**config.mk**
```make
export PLATFORM = sky130hd
export DESIGN_NAME = scf_ctrl
export DESIGN_NICKNAME = d
export VERILOG_FILES = /design/src/hdl/scf_pkg.sv /design/src/hdl/scf_ctrl.sv
export SDC_FILE = /design/constraint.sdc
export NUM_CORES = 1
export LEC_CHECK = 0
export BUFFER_PORTS_ARGS = -buffer_cell sky130_fd_sc_hd__buf_2
export CAP_MARGIN = 40
export CORE_AREA = 2 2 39 41
export CTS_BUF_LIST = sky130_fd_sc_hd__clkbuf_16
export DETAILED_ROUTE_END_ITERATION = 6
export DIE_AREA = 0 0 41 43
export REMOVE_ABC_BUFFERS = 1
export SLEW_MARGIN = 40
export SYNTH_ARGS = -nofsm -noshare
export SYNTH_HDL_FRONTEND = slang
export SYNTH_SLANG_ARGS = --single-unit
```
**constraint.sdc**
```tcl
create_clock -name clk_i -period 2.2 [get_ports clk_i]
set_input_delay 0.22 -clock clk_i [delete_from_list [all_inputs] [get_ports clk_i]]
set_output_delay 0.22 -clock clk_i [all_outputs]
set_load 0.005 [all_outputs]
```
**src/hdl/scf_pkg.sv**
```systemverilog
`timescale 1ns / 1ps

package scf_pkg;

  // Field and arithmetic widths.
  localparam int SAMPLE_W  = 24;
  localparam int FRAC_W    = 25;
  localparam int COEFF_W   = FRAC_W + 2;
  localparam int STATE_W   = SAMPLE_W + 2;
  localparam int PROD_W    = 2 * COEFF_W;
  localparam int RND_W     = PROD_W - FRAC_W;
  localparam int ACC_W     = RND_W + 2;
  localparam int TDATA_W   = 2 * SAMPLE_W;
  localparam int CFG_IDX_W = 3;

  // Configuration register indexes.
  localparam logic [CFG_IDX_W-1:0] REG_LO_DIR   = 3'd0;
  localparam logic [CFG_IDX_W-1:0] REG_LO_POLE  = 3'd1;
  localparam logic [CFG_IDX_W-1:0] REG_HI_DIR   = 3'd2;
  localparam logic [CFG_IDX_W-1:0] REG_HI_PRIOR = 3'd3;
  localparam logic [CFG_IDX_W-1:0] REG_HI_POLE  = 3'd4;
  localparam logic [CFG_IDX_W-1:0] REG_OUT_GAIN = 3'd5;

  // Sequencer states.
  typedef enum logic [3:0] {
    ST_IDLE,
    ST_LO_DIR,
    ST_LO_POLE,
    ST_HI_DIR,
    ST_HI_PRIOR,
    ST_HI_POLE,
    ST_HI_STORE,
    ST_OUT_MUL,
    ST_OUT_STORE
  } scf_state_e;

  // Which coefficient and operand pair goes into the multipliers.
  typedef enum logic [2:0] {
    MUL_LO_DIR,
    MUL_LO_POLE,
    MUL_HI_DIR,
    MUL_HI_PRIOR,
    MUL_HI_POLE,
    MUL_OUT
  } scf_mul_sel_e;

  // What the accumulate stage does with the rounded product.
  typedef enum logic [2:0] {
    ACC_NONE,
    ACC_LOAD,
    ACC_ADD,
    ACC_STORE_LOW,
    ACC_STORE_HIGH,
    ACC_STORE_OUT
  } scf_acc_op_e;

  // Command bundle from the controller to the datapath.
  typedef struct packed {
    logic         in_load;
    scf_mul_sel_e mul_sel;
    scf_acc_op_e  acc_op;
  } scf_cmd_t;

  // Clamp an accumulator value to the filter state range.
  function automatic logic signed [STATE_W-1:0] sat_state(input logic signed [ACC_W-1:0] v);
    logic signed [ACC_W-1:0] vmax;
    logic signed [ACC_W-1:0] vmin;
    vmax = {{(ACC_W-STATE_W+1){1'b0}}, {(STATE_W-1){1'b1}}};
    vmin = {{(ACC_W-STATE_W+1){1'b1}}, {(STATE_W-1){1'b0}}};
    if (v > vmax) begin
      sat_state = vmax[STATE_W-1:0];
    end else if (v < vmin) begin
      sat_state = vmin[STATE_W-1:0];
    end else begin
      sat_state = v[STATE_W-1:0];
    end
  endfunction

  // Clamp a rounded product to the output sample range.
  function automatic logic signed [SAMPLE_W-1:0] sat_sample(input logic signed [RND_W-1:0] v);
    logic signed [RND_W-1:0] vmax;
    logic signed [RND_W-1:0] vmin;
    vmax = {{(RND_W-SAMPLE_W+1){1'b0}}, {(SAMPLE_W-1){1'b1}}};
    vmin = {{(RND_W-SAMPLE_W+1){1'b1}}, {(SAMPLE_W-1){1'b0}}};
    if (v > vmax) begin
      sat_sample = vmax[SAMPLE_W-1:0];
    end else if (v < vmin) begin
      sat_sample = vmin[SAMPLE_W-1:0];
    end else begin
      sat_sample = v[SAMPLE_W-1:0];
    end
  endfunction

endpackage

```
**src/hdl/scf_ctrl.sv**
```systemverilog
`timescale 1ns / 1ps

module scf_ctrl (
  input  logic              clk_i,
  input  logic              rst_ni,
  input  logic              in_valid_i,
  output logic              in_ready_o,
  output logic              out_valid_o,
  input  logic              out_ready_i,
  output scf_pkg::scf_cmd_t cmd_o
);
  import scf_pkg::*;

  scf_state_e state_q, state_d;
  logic       out_valid_q, out_valid_d;
  logic       out_free;

  // The output register can take a new result when empty or being drained.
  assign out_free = !out_valid_q || out_ready_i;

  // State and result-valid registers.
  always_ff @(posedge clk_i or negedge rst_ni) begin
    if (!rst_ni) begin
      state_q     <= ST_IDLE;
      out_valid_q <= 1'b0;
    end else begin
      state_q     <= state_d;
      out_valid_q <= out_valid_d;
    end
  end

  // Next state and datapath commands.
  always_comb begin
    state_d        = state_q;
    out_valid_d    = out_valid_q && !out_ready_i;
    cmd_o.in_load  = 1'b0;
    cmd_o.mul_sel  = MUL_LO_DIR;
    cmd_o.acc_op   = ACC_NONE;
    case (state_q)
      ST_IDLE: begin
        cmd_o.in_load = in_valid_i;
        if (in_valid_i) begin
          state_d = ST_LO_DIR;
        end
      end
      ST_LO_DIR: begin
        cmd_o.mul_sel = MUL_LO_DIR;
        state_d       = ST_LO_POLE;
      end
      ST_LO_POLE: begin
        cmd_o.mul_sel = MUL_LO_POLE;
        cmd_o.acc_op  = ACC_LOAD;
        state_d       = ST_HI_DIR;
      end
      ST_HI_DIR: begin
        cmd_o.mul_sel = MUL_HI_DIR;
        cmd_o.acc_op  = ACC_STORE_LOW;
        state_d       = ST_HI_PRIOR;
      end
      ST_HI_PRIOR: begin
        cmd_o.mul_sel = MUL_HI_PRIOR;
        cmd_o.acc_op  = ACC_LOAD;
        state_d       = ST_HI_POLE;
      end
      ST_HI_POLE: begin
        cmd_o.mul_sel = MUL_HI_POLE;
        cmd_o.acc_op  = ACC_ADD;
        state_d       = ST_HI_STORE;
      end
      ST_HI_STORE: begin
        cmd_o.mul_sel = MUL_HI_POLE;
        cmd_o.acc_op  = ACC_STORE_HIGH;
        state_d       = ST_OUT_MUL;
      end
      ST_OUT_MUL: begin
        cmd_o.mul_sel = MUL_OUT;
        state_d       = ST_OUT_STORE;
      end
      ST_OUT_STORE: begin
        // Operands are unchanged here, so the product holds while we wait.
        cmd_o.mul_sel = MUL_OUT;
        if (out_free) begin
          cmd_o.acc_op = ACC_STORE_OUT;
          out_valid_d  = 1'b1;
          state_d      = ST_IDLE;
        end
      end
      default: begin
        state_d = ST_IDLE;
      end
    endcase
  end

  assign in_ready_o  = (state_q == ST_IDLE);
  assign out_valid_o = out_valid_q;

endmodule

```
==> flow_metrics.py, run 1 <==
metrics = {
    "outcome": {
        "outcome": "complete, no violations",
    },
    "yosys": {
        "netlist.area_leader.share": 0.355,
        "yosys.area.top_type": "dfrtp_1",
        "syn_area_um2": 353,
        "synthCells": 38,
        "yosysSeqAreaShare": 0.355,
        "synth_area_leaders": "dfrtp_1 (35%), buf_6 (9.6%), nand2_1 (5.3%)",
        "yosys_warnings": 0,
        "syn_area_per_cell_um2": 9.29,
        "ys_seq_elements": 5,
        "ys_types": 22,
    },
    "clock_network": {
        "cts_buffers": 3,
        "clkTransAtPathRegs_ns": 0.03,
        "cts_resized": 0,
        "cts_sinks": 5,
        "clock_path_buffers": 2,
        "cts_root_buffer": "clkbuf_16",
        "htreeDepth": 1,
        "holdBufCountCts": 1,
        "tritoncts": "built",
        "postCtsSetupRepairBufs": 0,
        "clk_latency_ns": 0.22,
    },
    "detailed_routing": {
        "drtIter0Drc": 0,
        "vias_per_cell": 4.54,
        "drc": 0,
        "postRouteAntennaNets": 0,
        "routedWlPerCell_um": 10.4,
        "routed_wl_um": 704,
        "drtPass1Iterations": 1,
        "num_vias": 309,
    },
    "layout": {
        "stdcell_count": 68,
        "diodes": 0,
        "final_area_um2": 488,
        "final_nets": 57,
        "drive_gt1_frac": 0.365,
        "post-route-util": 0.353,
        "syn2layout_area_growth_pct": 38.3,
    },
    "pwr": {
        "combPwrFrac": 0.387,
        "powerDensity_nw_per_um2": 1710,
        "p_sw_frac": 0.348,
        "internal_power_mw": 0.544,
        "ir_worst_vdd_mv": 0.969,
        "p_clk_frac": 0.348,
        "power_frac_seq": 0.265,
        "total_power_mw": 0.834,
        "switchingPower_mw": 0.290,
        "p_leak_nw": 0.241,
    },
    "sta": {
        "clock_skew_ns": 0.00183,
        "hold_viol_final": 0,
        "whs_ns": 0.283,
        "fin_tns_setup_ns": 0,
        "fin_ws_ns": 0.558,
        "rsz0062_at_grt": "no",
        "max_slew_margin": 0.768,
        "slew_violations": 0,
        "fmax_mhz": 609,
        "finalSetupViolCount": 0,
        "finalCritPeriodShare": 0.746,
        "finalCriticalPeriod_ns": 1.64,
        "worst_pin_slew_ns": 0.349,
    },
    "placement": {
        "post_dp_cell_area_um2": 399,
        "dp.cells": 63,
        "dp_hpwl_um": 518,
        "dp_slack_ns": 0.785,
        "routabilityCongestion": 0.705,
        "io_buffer_count": 12,
    },
    "critical_path": {
        "start_kind": "register",
        "crit_arrival_ns": 1.42,
        "ff2ff_setup_slack_ns": 1.05,
        "crit_path_end_kind": "primary output",
        "worstPathRequired_ns": 1.98,
        "critPathKind": "register to primary output",
        "crit_fanout": 9,
    },
    "global_route": {
        "grt_pass1_wl_mm": 1.21,
        "grtUsageTotal": 0.106,
        "grt_pass1_vias": 291,
        "grt_max_degree": 11,
        "grt-ovfl-total": 0,
        "antenna_found_initial": 0,
    },
    "floorplanning": {
        "fp.dieH_um": 43,
        "design.portCount": 13,
        "start_util": 0.255,
        "coreArea_um2": 1380,
        "die_w_um": 41,
        "die-area_um2": 1760,
        "floorplan.rows": 14,
    },
    "hold_path": {
        "hp-class": "input pin to register",
    },
    "run": {
        "drv_cap": 0,
    },
}
## flip-flops by register name, summed over array words and instances (netlist names)
| signal | cells |
|---|---|
| out_valid_o | 1 |
| state_q | 4 |
## power groups by stage
stage	sequential (mW)	combinational [mW]	clock, mW
after CTS	0.222	0.330	0.294
after floorplan	0.202	0.217	0
after detailed placement	0.223	0.326	0
after global routing	0.236	0.359	0.302
final	0.221	0.323	0.290
after global placement	0.224	0.323	0
## synthesized netlist by cell type
cell	instances
nand2_4	1
xnor2_1	1
o211ai_2	1
nand2_1	5
or3_1	1
dfrtp_1	5
nor3_1	2
a21oi_1	3
o311ai_0	1
or2_1	1
buf_6	3
o22ai_1	1
nand2b_1	2
nor3b_1	1
nor2_1	2
o21ai_0	2
nand3_1	1
and2_1	1
or2b_1	1
nor4_2	1
and2b_1	1
nand2b_4	1
## layout make-up
cell class | instances | area [um2]
fillers | 146 | 896
repair buffers | 13 | 70.1
flip-flops and latches | 5 | 125
well taps | 16 | 20.0
clock buffers | 3 | 75.1
multi-input cells | 30 | 194
clock inverters | 1 | 3.75
## per-layer routing
metal	vias up	share of wire	wire (um)	global-route usage
li1	160	-	-	-
met4	0	0	0	0.0200
met5	-	0	0	0
met1	140	0.44	309	0.124
met2	9	0.47	328	0.150
met3	0	0.094	66	0.0838
## cell usage in the layout, fill, tap and decap left out, types with 2 or more instances in the layout
cell type and count:
a21oi_1 3, nand2b_1 2, nor2_1 2, nand2_1 5
dfrtp_1 5, buf_2 12, o21ai_0 2, clkbuf_16 3
nor3_1 2
## final timing paths
path / start / end / depth (start not counted)
max: state_q[1] / cmd_o[3] / 4
min: in_valid_i / state_q[0] / 3
max reg2reg: state_q[2] / state_q[3] / 3
min reg2reg: out_valid_o / out_valid_o / 2
max in group asynchronous: rst_ni / state_q[1] / 2
min in group asynchronous: rst_ni / out_valid_o / 2
## logic make-up (layout without fill, tap and decap cells)
kind of cell	after synthesis	in the layout	synth area share
buf+inv	3	17	0.0957
flops	5	5	0.355
xor+xnor	1	1	0.0248
simple gates	21	21	0.376
compound gates	8	8	0.149
## worst max-delay path, stage by stage, from the launching register on
cell      delay [ns]
dfrtp_1         0.49
xnor2_1         0.19
or3_1           0.33
o211ai_2        0.06
buf_2           0.13
Power figures use the tool's default switching activity.
==> inputs of run 2 (changes only) <==
==> constraint.sdc (replaced) <==
create_clock -name clk_i -period 1.4 [get_ports clk_i]
set_input_delay 0.14 -clock clk_i [delete_from_list [all_inputs] [get_ports clk_i]]
set_output_delay 0.14 -clock clk_i [all_outputs]
set_load 0.005 [all_outputs]
==> run 2 against run 1 <==
Net effect:
- the flow now finishes with violations (negative setup slack)
- combinational power increased by 150%
- critical path depth unchanged
- sequential power is 48% higher
- cell count increased by 10%
- core utilization increased by 7.1 points
- cell area increased by 20%
- via count grew 16%
- wire length rose by 11%
- total power increased by 89%
- clock skew is 0.0013 ns lower
- critical endpoint unchanged
==> flow_metrics.py, run 2 (synthesis gave the netlist of run 1 again) <==
metrics = {
    "detailed_routing": {
        "drc": 0,
        "vias_per_cell": 4.77,
        "postRouteAntennaNets": 0,
        "drtPass1Iterations": 4,
        "routed_wl_um": 783,
        "drtIter0Drc": 2,
        "num_vias": 358,
        "routedWlPerCell_um": 10.4,
    },
    "hold_path": {
        "hp-class": "input pin to register",
        "hp-start": "out_ready_i",
    },
    "clock_network": {
        "tritoncts": "built",
        "clk_latency_ns": 0.22,
        "cts_buffers": 3,
        "cts_sinks": 5,
        "htreeDepth": 1,
        "cts_root_buffer": "clkbuf_16",
        "clock_path_buffers": 2,
        "clkTransAtPathRegs_ns": 0.03,
    },
    "critical_path": {
        "start_kind": "register",
        "worstPathRequired_ns": 1.26,
        "crit_arrival_ns": 1.32,
        "worstSetupStartpoint": "state_q[2]",
        "crit_fanout": 4,
        "critPathKind": "register to primary output",
        "crit-reg2reg-launch": "state_q[0]",
        "crit_path_end_kind": "primary output",
    },
    "floorplanning": {
        "fp.dieH_um": 43,
        "design.portCount": 13,
        "die-area_um2": 1760,
        "floorplan.rows": 14,
        "die_w_um": 41,
        "coreArea_um2": 1380,
        "start_util": 0.255,
    },
    "sta": {
        "max_slew_margin": 0.840,
        "slew_violations": 0,
        "fin_ws_ns": -0.0580,
        "clock_skew_ns": 0.000526,
        "finalCriticalPeriod_ns": 1.46,
        "fmax_mhz": 686,
        "hold_viol_final": 0,
        "rsz0062_at_grt": "yes",
        "finalCritPeriodShare": 1.04,
        "worst_pin_slew_ns": 0.240,
        "finalSetupViolCount": 3,
    },
    "outcome": {
        "violations": "negative setup slack",
        "outcome": "complete, but fails checks",
    },
    "pwr": {
        "total_power_mw": 1.57,
        "ir_worst_vdd_mv": 1.26,
        "powerDensity_nw_per_um2": 2690,
        "p_leak_nw": 0.280,
    },
    "placement": {
        "io_buffer_count": 12,
        "routabilityCongestion": 0.712,
        "dp_hpwl_um": 531,
    },
    "layout": {
        "fill_cells": 142,
        "largest_reg_flops": 4,
        "diodes": 0,
        "drive_gt1_frac": 0.559,
        "final_cell_mix": "buf_2 (12), buf_4 (5), nand2_1 (4), dfrtp_2 (4)",
        "final_nets": 64,
        "mostFrequentLayoutCell": "buf_2",
        "post-route-util": 0.423,
        "largest_register": "state_q",
        "syn2layout_area_growth_pct": 66.0,
    },
    "global_route": {
        "grt-ovfl-total": 0,
        "grt_pass1_wl_mm": 1.28,
        "grtUsageTotal": 0.110,
        "antenna_found_initial": 0,
        "grt_pass1_vias": 310,
        "grt_max_degree": 10,
    },
    "run": {
        "drv_cap": 0,
    },
}
[run 2: cell type report]
type	count	area [um2]	share of cell area
well taps	16	20.0	0.0342
clock buffers	3	75.1	0.128
multi-input cells	30	218	0.372
clock inverters	1	3.75	0.00641
flip-flops and latches	5	130	0.222
repair buffers	20	139	0.237
[run 2: path summary, 6_finish.rpt]
kind,slack [ns],to,depth (start not counted)
min,0.25,out_valid_o,3
max,-0.06,cmd_o[3],4
max in group asynchronous,1.00,state_q[1],2
max reg2reg,0.34,state_q[2],3
min in group asynchronous,0.26,out_valid_o,2
min reg2reg,0.54,out_valid_o,2
[run 2: critical path, cell delays in order, from the launching register on]
cell and delay [ns]:
dfrtp_2 0.44, xnor2_1 0.15, or3_1 0.32, o211ai_2 0.06, buf_2 0.12
[run 2: per-stage QoR]
step / hold slack (ns) / setup WS [ns] / cell area [um2] / setup TNS (ns) / std cells
after CTS: 0.240 / -0.0647 / 564 / -0.187 / 74
final: 0.246 / -0.0580 / 586 / -0.138 / 75
after floorplan: -0.156 / 0.248 / 319 / 0 / 35
after global placement: -0.0422 / 0.0805 / 407 / 0 / 64
after detailed placement: -0.0413 / 0.0705 / 407 / 0 / 64
after global routing: 0.267 / -0.131 / 586 / -0.540 / 75
[run 2: what timing repair did]
action                                 in CTS  in global routing
endpoints found under the hold margin       5                  0
setup endpoints to repair                   6                  6
pin swaps                                   2                  3
hold buffers                                1                  0
gates resized for setup                     9                  4
setup buffers                               5                  1
[run 2: layer usage]
layer,track usage,part of all wire
met5,0,0
met4,0.0600,0
met3,0.0628,0.069
met2,0.153,0.54
met1,0.127,0.39
[run 2: power breakdown]
group / total [mW] / switching (mW) / internal, mW
clock: 0.451 / 0.0825 / 0.369
sequential: 0.326 / 0.115 / 0.211
combinational: 0.796 / 0.343 / 0.453
